`src/hdl/iad_pkg.sv`:
```
// package for the integer heading angle block
// holds widths, tangent table and pipeline constants; no dependencies
package iad_pkg;

    localparam int COORD_W_DEFAULT = 16;
    localparam int FIELD_W         = 16;
    localparam int ANGLE_W         = 9;
    localparam int TAN_SCALE       = 10000;
    localparam int SMALL_LIMIT     = 1000;
    localparam int SMALL_GAIN      = 57;
    localparam int TAN_W           = 14;
    localparam int IDX_W           = 4;

    // tangent of 5..45 degrees scaled by 10000
    function automatic logic [TAN_W-1:0] tan_entry(input logic [IDX_W-1:0] idx);
        logic [TAN_W-1:0] v;
        begin
            unique case (idx)
                4'd0:    v = 14'd875;
                4'd1:    v = 14'd1763;
                4'd2:    v = 14'd2679;
                4'd3:    v = 14'd3640;
                4'd4:    v = 14'd4663;
                4'd5:    v = 14'd5774;
                4'd6:    v = 14'd7002;
                4'd7:    v = 14'd8391;
                default: v = 14'd10000;
            endcase
            return v;
        end
    endfunction

endpackage

```
`src/hdl/iad_divider.sv`:
```
// pipelined restoring divider, one quotient bit per stage
// uses iad_pkg; quotient width and divisor width are parameters
module iad_divider
    import iad_pkg::*;
#(
    parameter int NUM_W = 32,
    parameter int DEN_W = 17,
    parameter int Q_W   = 15,
    parameter int TAG_W = 8
)
(
    input  logic             clk,
    input  logic             rst_n,
    input  logic             en,
    input  logic             in_valid,
    input  logic [NUM_W-1:0] num,
    input  logic [DEN_W-1:0] den,
    input  logic [TAG_W-1:0] in_tag,
    output logic             out_valid,
    output logic [Q_W-1:0]   quo,
    output logic [TAG_W-1:0] out_tag
);

    localparam int R_W = DEN_W + 1;

    logic             v_reg   [Q_W+1];
    logic [NUM_W-1:0] n_reg   [Q_W+1];
    logic [DEN_W-1:0] d_reg   [Q_W+1];
    logic [R_W-1:0]   r_reg   [Q_W+1];
    logic [Q_W-1:0]   q_reg   [Q_W+1];
    logic [TAG_W-1:0] t_reg   [Q_W+1];

    // stage zero loads the operands; the partial remainder starts at zero
    always_comb
    begin
        v_reg[0] = in_valid;
        n_reg[0] = num;
        d_reg[0] = den;
        r_reg[0] = '0;
        q_reg[0] = '0;
        t_reg[0] = in_tag;
    end

    // one quotient bit per stage, msb first
    for (genvar s = 0; s < Q_W; s++)
    begin : g_stage
        logic [R_W-1:0] trial;
        logic [R_W:0]   diff;
        always_comb
        begin
            trial = {r_reg[s][R_W-2:0], n_reg[s][Q_W-1-s]};
            diff  = {1'b0, trial} - {2'b00, d_reg[s]};
        end
        always_ff @(posedge clk or negedge rst_n)
        begin
            if (!rst_n)
            begin
                v_reg[s+1] <= 1'b0;
            end
            else if (en)
            begin
                v_reg[s+1] <= v_reg[s];
            end
        end
        always_ff @(posedge clk)
        begin
            if (en)
            begin
                n_reg[s+1] <= n_reg[s];
                d_reg[s+1] <= d_reg[s];
                t_reg[s+1] <= t_reg[s];
                if (!diff[R_W])
                begin
                    r_reg[s+1] <= diff[R_W-1:0];
                    q_reg[s+1] <= q_reg[s] | (Q_W'(1) << (Q_W-1-s));
                end
                else
                begin
                    r_reg[s+1] <= trial;
                    q_reg[s+1] <= q_reg[s];
                end
            end
        end
    end

    assign out_valid = v_reg[Q_W];
    assign quo       = q_reg[Q_W];
    assign out_tag   = t_reg[Q_W];

endmodule

```
`config.mk`:
```
export PLATFORM = sky130hd
export DESIGN_NAME = iad_divider
export DESIGN_NICKNAME = d
export VERILOG_FILES = /design/src/hdl/iad_pkg.sv /design/src/hdl/iad_divider.sv
export SDC_FILE = /design/constraint.sdc
export NUM_CORES = 1
export LEC_CHECK = 0
export BUFFER_PORTS_ARGS = -buffer_cell sky130_fd_sc_hd__buf_2
export CAP_MARGIN = 0
export CORE_ASPECT_RATIO = 0.6
export CORE_UTILIZATION = 50
export CTS_CLUSTER_DIAMETER = 200
export DETAILED_ROUTE_END_ITERATION = 12
export GPL_TIMING_DRIVEN = 0
export PLACE_DENSITY = 0.66
export SLEW_MARGIN = 20
export SYNTH_ARGS = -nofsm -noshare
export SYNTH_HDL_FRONTEND = slang
export SYNTH_SLANG_ARGS = --single-unit
```
`constraint.sdc`:
```
create_clock -name clk -period 4.4 [get_ports clk]
set_input_delay 0 -clock clk [delete_from_list [all_inputs] [get_ports clk]]
set_output_delay 0 -clock clk [all_outputs]
set_load 0.01 [all_outputs]
```
==> flow_metrics.py, run 1 <==
metrics = {
    "worst_setup_path": {
        "worst_ep_arrival_time_ps": 4670,
        "r2r-start": "g_stage[8].trial[0]",
        "worstSetupPathType": "reg2reg",
        "reg2reg_to": "g_stage[9].trial[14]",
        "endpoint_kind": "flip-flop",
        "required_ps": 4810,
        "reg2reg_depth": 12,
        "r2r_setup_slack_ps": 140,
        "cp_max_fo": 10,
        "start_kind": "flip-flop",
    },
    "detailed_routing": {
        "drc": 0,
        "drt_wl_total_mm": 80.5,
        "via_per_inst": 5.56,
        "antenna_left": 0,
        "drt_iter0_drc": 2746,
        "wire_per_inst_um": 18.9,
        "drt-pass1-iter-count": 6,
        "vias": 23735,
    },
    "sta": {
        "hold_viol": 0,
        "fmax_mhz": 235,
        "period_minus_slack_ps": 4260,
        "slew_viol_final": 0,
        "fin_skew_ps": 20.9,
        "setup_viol": 0,
        "rsz0062_at_grt": "no",
        "slew_headroom_pct": 30.7,
        "period_share_pct": 96.7,
        "worstMarginPinSlew_ps": 1030,
    },
    "job": {
        "max_cap_violations": 0,
    },
    "layout": {
        "finalNetCount": 3465,
        "fillerInstances": 6163,
        "final-seq-area_mm2": 0.0250,
        "final_common_cell": "edfxtp_1",
        "n_antenna_cell": 0,
        "layout_common_cells": "edfxtp_1 (821), inv_1 (309), ha_1 (239)",
        "multi_input_area_mm2": 0.0130,
        "area_growth_pct": 13.4,
        "largest_reg_flops": 252,
        "drive_above_1_share_pct": 13.0,
        "design_area_mm2": 0.0450,
    },
    "grt": {
        "grt_overflow": 0,
        "grt_pass1_wl_mm": 126,
        "antenna_found_initial": 1,
        "grt_usage_pct": 20.2,
        "grt_max_degree": 105,
        "first_global_vias": 22527,
    },
    "clocking": {
        "ctsHoldBuffers": 61,
        "cts_tree": "yes",
        "cts_buffer_depth": 3,
        "cts_sinks": 836,
        "insertion_delay_ps": 660,
        "root_buffer": "clkbuf_16",
        "path_clk_slew_ps": 70,
        "h-tree-depth": 3,
        "cts_buffers": 79,
        "post_cts_buffers": 0,
        "cts_resized": 0,
    },
    "synthesis": {
        "ys.flop_type": "edfxtp_1",
        "synth_edf_count": 821,
        "syn_area_per_cell_um2": 13.5,
        "synth_area_mm2": 0.0397,
        "yosysSeqAreaShare_pct": 63.1,
        "async_reset_ff_share_pct": 1.79,
        "netlist_instances": 2928,
        "yosysWarningCount": 0,
        "synth_seq_cells": 836,
        "ys_types": 81,
    },
    "floorplan": {
        "core_area_mm2": 0.0780,
        "die_h_um": 220,
        "rows": 79,
        "die-area_mm2": 0.0805,
        "die_w_um": 366,
        "start_util_pct": 50.9,
        "io_pins": 85,
    },
    "min_path": {
        "hold_path_class": "in2reg",
        "hold_start": "num[9]",
        "worstHoldPathCells": 2,
        "min_to": "n_reg[457]",
    },
    "power_and_ir_drop": {
        "p_per_area_mw_per_mm2": 676,
        "vdd_ir_drop_max_mv": 0.313,
        "total_power_mw": 30.4,
        "leakagePower_nw": 17.8,
    },
    "placement": {
        "numPortBuffers": 67,
        "post-dp-hpwl_mm": 58.3,
        "place_area_mm2": 0.0416,
        "gp_congestion": 0.950,
    },
    "outcome": {
        "status": "complete, no violations",
    },
}
final cells by class:
class | instances | share of cell area [%]
Buffer | 90 | 1.11
Clock buffer | 90 | 4.58
Clock inverter | 55 | 1.57
Inverter | 309 | 2.58
Multi-Input combinational cell | 1699 | 28.9
Sequential cell | 836 | 55.6
Tap cell | 1053 | 2.93
Timing Repair Buffer | 137 | 2.68
cells by family after synthesis:
logic type               Yosys count  share of synthesized area (%)
other                              1                        0.00945
XOR/XNOR                         155                           3.42
AO/OA/AOI/OAI                    653                           10.7
flip-flops                       836                           63.1
buffers and inverters            399                           4.18
AND/OR/NAND/NOR                  471                           5.77
adder cells (fa/ha/maj)          252                           8.19
multiplexers                     161                           4.62
critical path: stages (launching register included):
cell and delay [ps]:
edfxtp_1 360, inv_1 80, ha_1 160, inv_1 50, fa_1 410, a21o_1 230
nand4_1 120, a31oi_1 190, a21oi_1 580, a21oi_1 250, a21oi_2 670, buf_2 480
mux2_2 400
worst max path at each step:
stage,cells after the start,from,endpoint,slack (ps)
2_1_floorplan,12,g_stage[13].trial[0],g_stage[14].trial[10],1370
3_3_place_gp,4,en,v_reg[5],-9680
3_5_place_dp,12,g_stage[8].trial[0],g_stage[9].trial[14],280
4_1_cts,12,g_stage[8].trial[0],g_stage[9].trial[14],290
5_1_grt,11,g_stage[1].trial[0],g_stage[2].trial[17],40
6_report,12,g_stage[8].trial[0],g_stage[9].trial[14],140
per-stage QoR:
stage | setup slack, ps | utilization (%) | std cells | hold slack [ps] | setup TNS, ps
2_1_floorplan | 1370 | - | 2934 | -296 | 0
3_3_place_gp | -9680 | 53.0 | 4054 | -101 | -7733980
3_5_place_dp | 285 | 53.3 | 4063 | -85.6 | 0
4_1_cts | 290 | 57.7 | 4269 | 7.21 | 0
5_1_grt | 35.1 | 57.7 | 4269 | 9.57 | 0
6_report | 143 | 57.7 | 4269 | 49.9 | 0
cell usage after synthesis, types with 12 or more instances:
library cell	n	share of area, %
and3_1	24	0.38
nand4_1	24	0.38
o21a_1	34	0.64
nor2b_1	24	0.38
mux2_2	128	3.6
fa_1	13	0.66
and2_1	13	0.21
buf_4	23	0.44
o31a_1	13	0.29
a211oi_1	18	0.34
o21bai_1	13	0.25
edfxtp_1	821	62
clkbuf_1	42	0.40
a21boi_0	13	0.25
buf_2	15	0.19
nand2_1	137	1.3
xor2_1	63	1.4
o211ai_1	12	0.23
a21o_1	83	1.6
ha_1	239	7.5
nor2_1	118	1.1
xnor2_1	92	2.0
dfrtp_1	15	0.95
inv_1	309	2.9
o21ai_0	127	1.6
nor3_1	29	0.37
mux2i_1	20	0.50
mux2_4	12	0.45
a31oi_1	35	0.55
nand2b_1	27	0.43
o31ai_1	14	0.26
a21oi_1	195	2.5
nand3_1	40	0.50
routing by layer:
layer | GRT usage, % | part of all wire (%) | vias up
met1 | 35.4 | 55 | 11536
li1 | - | - | 11327
met4 | 4.59 | 1.6 | 0
met2 | 23.6 | 35 | 770
met3 | 5.27 | 8.5 | 102
met5 | 0 | 0 | -
report_power, final:
part	internal, mW	leakage, nW	switching (mW)
clock	4.28	1.33	3.05
combinational	4.91	8.24	6.56
sequential	10.9	8.19	0.720
(Power assumes the default switching activity.)
==> run 2: changes to the inputs <==
==> constraint.sdc (replaced) <==
create_clock -name clk -period 4.4 [get_ports clk]
set_input_delay 1.1 -clock clk [delete_from_list [all_inputs] [get_ports clk]]
set_output_delay 1.1 -clock clk [all_outputs]
set_load 0.01 [all_outputs]
==> run 2 against run 1 <==
  * Design area decreased by 1.4%
  * First-iteration DRC count down 3.6%
  * Total power shrank 0.18%
  * Setup slack improved by 59 ps
  * Routed wire length down 0.53%
  * Global-route usage fell by 0.10 points
  * Utilization decreased by 0.78 points
  * Combinational power about the same
  * Worst hold slack better by 280 ps
  * Critical path type unchanged
  * Largest cell class unchanged
  * Largest power group unchanged
==> flow_metrics.py, run 2 (synthesized netlist as in run 1, its figures left out) <==
metrics = {
    "outcome": {
        "status": "complete, no violations",
    },
    "placement": {
        "place_area_mm2": 0.0416,
        "gp_congestion": 0.950,
        "numPortBuffers": 67,
        "post-dp-hpwl_mm": 58.3,
        "dp.cells": 4063,
    },
    "detailed_routing": {
        "wire_per_inst_um": 19.0,
        "drc": 0,
        "drt_iter0_drc": 2647,
        "vias": 23598,
        "via_per_inst": 5.61,
        "drt-pass1-iter-count": 5,
        "drt_wl_total_mm": 80.1,
        "antenna_left": 0,
    },
    "worst_setup_path": {
        "max_stage_delay_ps": 650,
        "worstSetupPathType": "reg2reg",
        "r2r_setup_slack_ps": 200,
        "path_cells": "inv_1 > ha_1 > inv_1 > fa_1 > a21o_1 > nand4_1 > a31oi_1 > a21oi_1 > a21oi_1 > a21oi_2 > buf_2 > mux2_2",
        "endpoint_kind": "flip-flop",
        "slowest_stage": "a21oi_2",
        "required_ps": 4810,
        "reg2reg_to": "g_stage[9].trial[14]",
        "cp_max_fo": 10,
        "r2r-start": "g_stage[8].trial[0]",
        "reg2reg_depth": 12,
        "start_kind": "flip-flop",
        "worst_ep_arrival_time_ps": 4610,
    },
    "sta": {
        "fin_skew_ps": 23.3,
        "slew_viol_final": 0,
        "period_minus_slack_ps": 4200,
        "worstMarginPinSlew_ps": 1070,
        "hold_viol": 0,
        "slew_headroom_pct": 28.5,
        "rsz0062_at_grt": "no",
        "period_share_pct": 95.4,
        "holdWs_ps": 328,
        "fmax_mhz": 238,
        "setup_viol": 0,
    },
    "floorplan": {
        "io_pins": 85,
        "die_w_um": 366,
        "die-area_mm2": 0.0805,
        "die_h_um": 220,
        "rows": 79,
        "start_util_pct": 50.9,
        "core_area_mm2": 0.0780,
    },
    "clocking": {
        "cts_resized": 0,
        "post_cts_buffers": 0,
        "cts_buffers": 79,
        "cts_tree": "yes",
        "path_clk_slew_ps": 70,
        "cts_sinks": 836,
        "insertion_delay_ps": 670,
        "ctsHoldBuffers": 0,
        "cts_buffer_depth": 3,
        "root_buffer": "clkbuf_16",
        "h-tree-depth": 3,
    },
    "power_and_ir_drop": {
        "seqPwrFrac_pct": 38.3,
        "combPwrFrac_pct": 37.6,
        "p_int_mw": 20.0,
        "vdd_ir_drop_max_mv": 0.315,
        "total_power_mw": 30.3,
        "p_switching_mw": 10.3,
        "clock_power_share_pct": 24.1,
        "leakagePower_nw": 17.5,
        "p_per_area_mw_per_mm2": 684,
        "swShare_pct": 34.0,
    },
    "grt": {
        "antenna_found_initial": 1,
        "grt_usage_pct": 20.1,
        "grt_max_degree": 105,
        "grt_overflow": 0,
        "grt_pass1_wl_mm": 125,
        "first_global_vias": 22367,
    },
    "layout": {
        "final-seq-area_mm2": 0.0250,
        "largest_reg_flops": 252,
        "design_area_mm2": 0.0444,
        "layout_common_cells": "edfxtp_1 (821), inv_1 (309), ha_1 (239)",
        "finalNetCount": 3404,
        "fin_cells": 4208,
        "area_growth_pct": 11.9,
        "drive_above_1_share_pct": 13.3,
        "fillerInstances": 6192,
        "final_common_cell": "edfxtp_1",
        "multi_input_area_mm2": 0.0130,
        "n_antenna_cell": 0,
    },
    "min_path": {
        "hold_path_class": "in2async",
    },
    "job": {
        "max_cap_violations": 0,
    },
}
[run 2: cell types whose count changed in the layout (fill, tap and decap cells not counted)]
cell | previous run | this run
dlygate4sd3_1 | 61 | 0
[run 2: worst max-delay path by stage]
stage | start | cells after the start | slack [ps] | end
4_1_cts | g_stage[8].trial[0] | 12 | 290 | g_stage[9].trial[14]
6_report | g_stage[8].trial[0] | 12 | 200 | g_stage[9].trial[14]
5_1_grt | g_stage[1].trial[0] | 11 | 40 | g_stage[2].trial[17]
3_3_place_gp | en | 4 | -10780 | v_reg[5]
2_1_floorplan | g_stage[13].trial[0] | 12 | 1370 | g_stage[14].trial[10]
3_5_place_dp | g_stage[8].trial[0] | 12 | 280 | g_stage[9].trial[14]
[run 2: area by class of cell]
cell class | instances | share of cell area, %
well taps | 1053 | 2.97
clock inverters | 55 | 1.59
repair buffers | 76 | 1.34
clock buffers | 90 | 4.64
multi-input cells | 1699 | 29.3
plain buffers | 90 | 1.12
inverters | 309 | 2.61
flip-flops and latches | 836 | 56.4
[run 2: worst max-delay path: cells and delay by family, from the launching register on]
kind	cells	cell delay [ps]
buffers and inverters	3	620
DFF	1	360
and+or+nand+nor	1	120
adders and majority gates	2	570
AOI/OAI and AO/OA	5	1860
muxes	1	400
[run 2: per-layer routing]
metal / global-route usage, % / vias up / wire [um]
met5: 0 / - / 0
met4: 4.59 / 0 / 1250
met3: 5.27 / 102 / 6920
met2: 23.4 / 817 / 27700
met1: 35.3 / 11455 / 44200
li1: - / 11224 / -
[run 2: power groups by stage]
stage | combinational [mW] | sequential, mW | clock, mW
final | 11.4 | 11.6 | 7.32
after global routing | 12.4 | 11.8 | 7.82
after CTS | 11.2 | 11.6 | 7.52
after detailed placement | 11.0 | 11.8 | 0
after global placement | 10.6 | 11.9 | 0
after floorplan | 8.18 | 11.5 | 0
[run 2: metrics by stage]
step                      utilization (%)  setup TNS, ps  setup slack [ps]
after floorplan                         -              0              1370
after global placement               53.0       -8653580            -10780
after detailed placement             53.3              0               285
after CTS                            56.9              0               290
after global routing                 56.9              0              35.1
final                                56.9              0               202
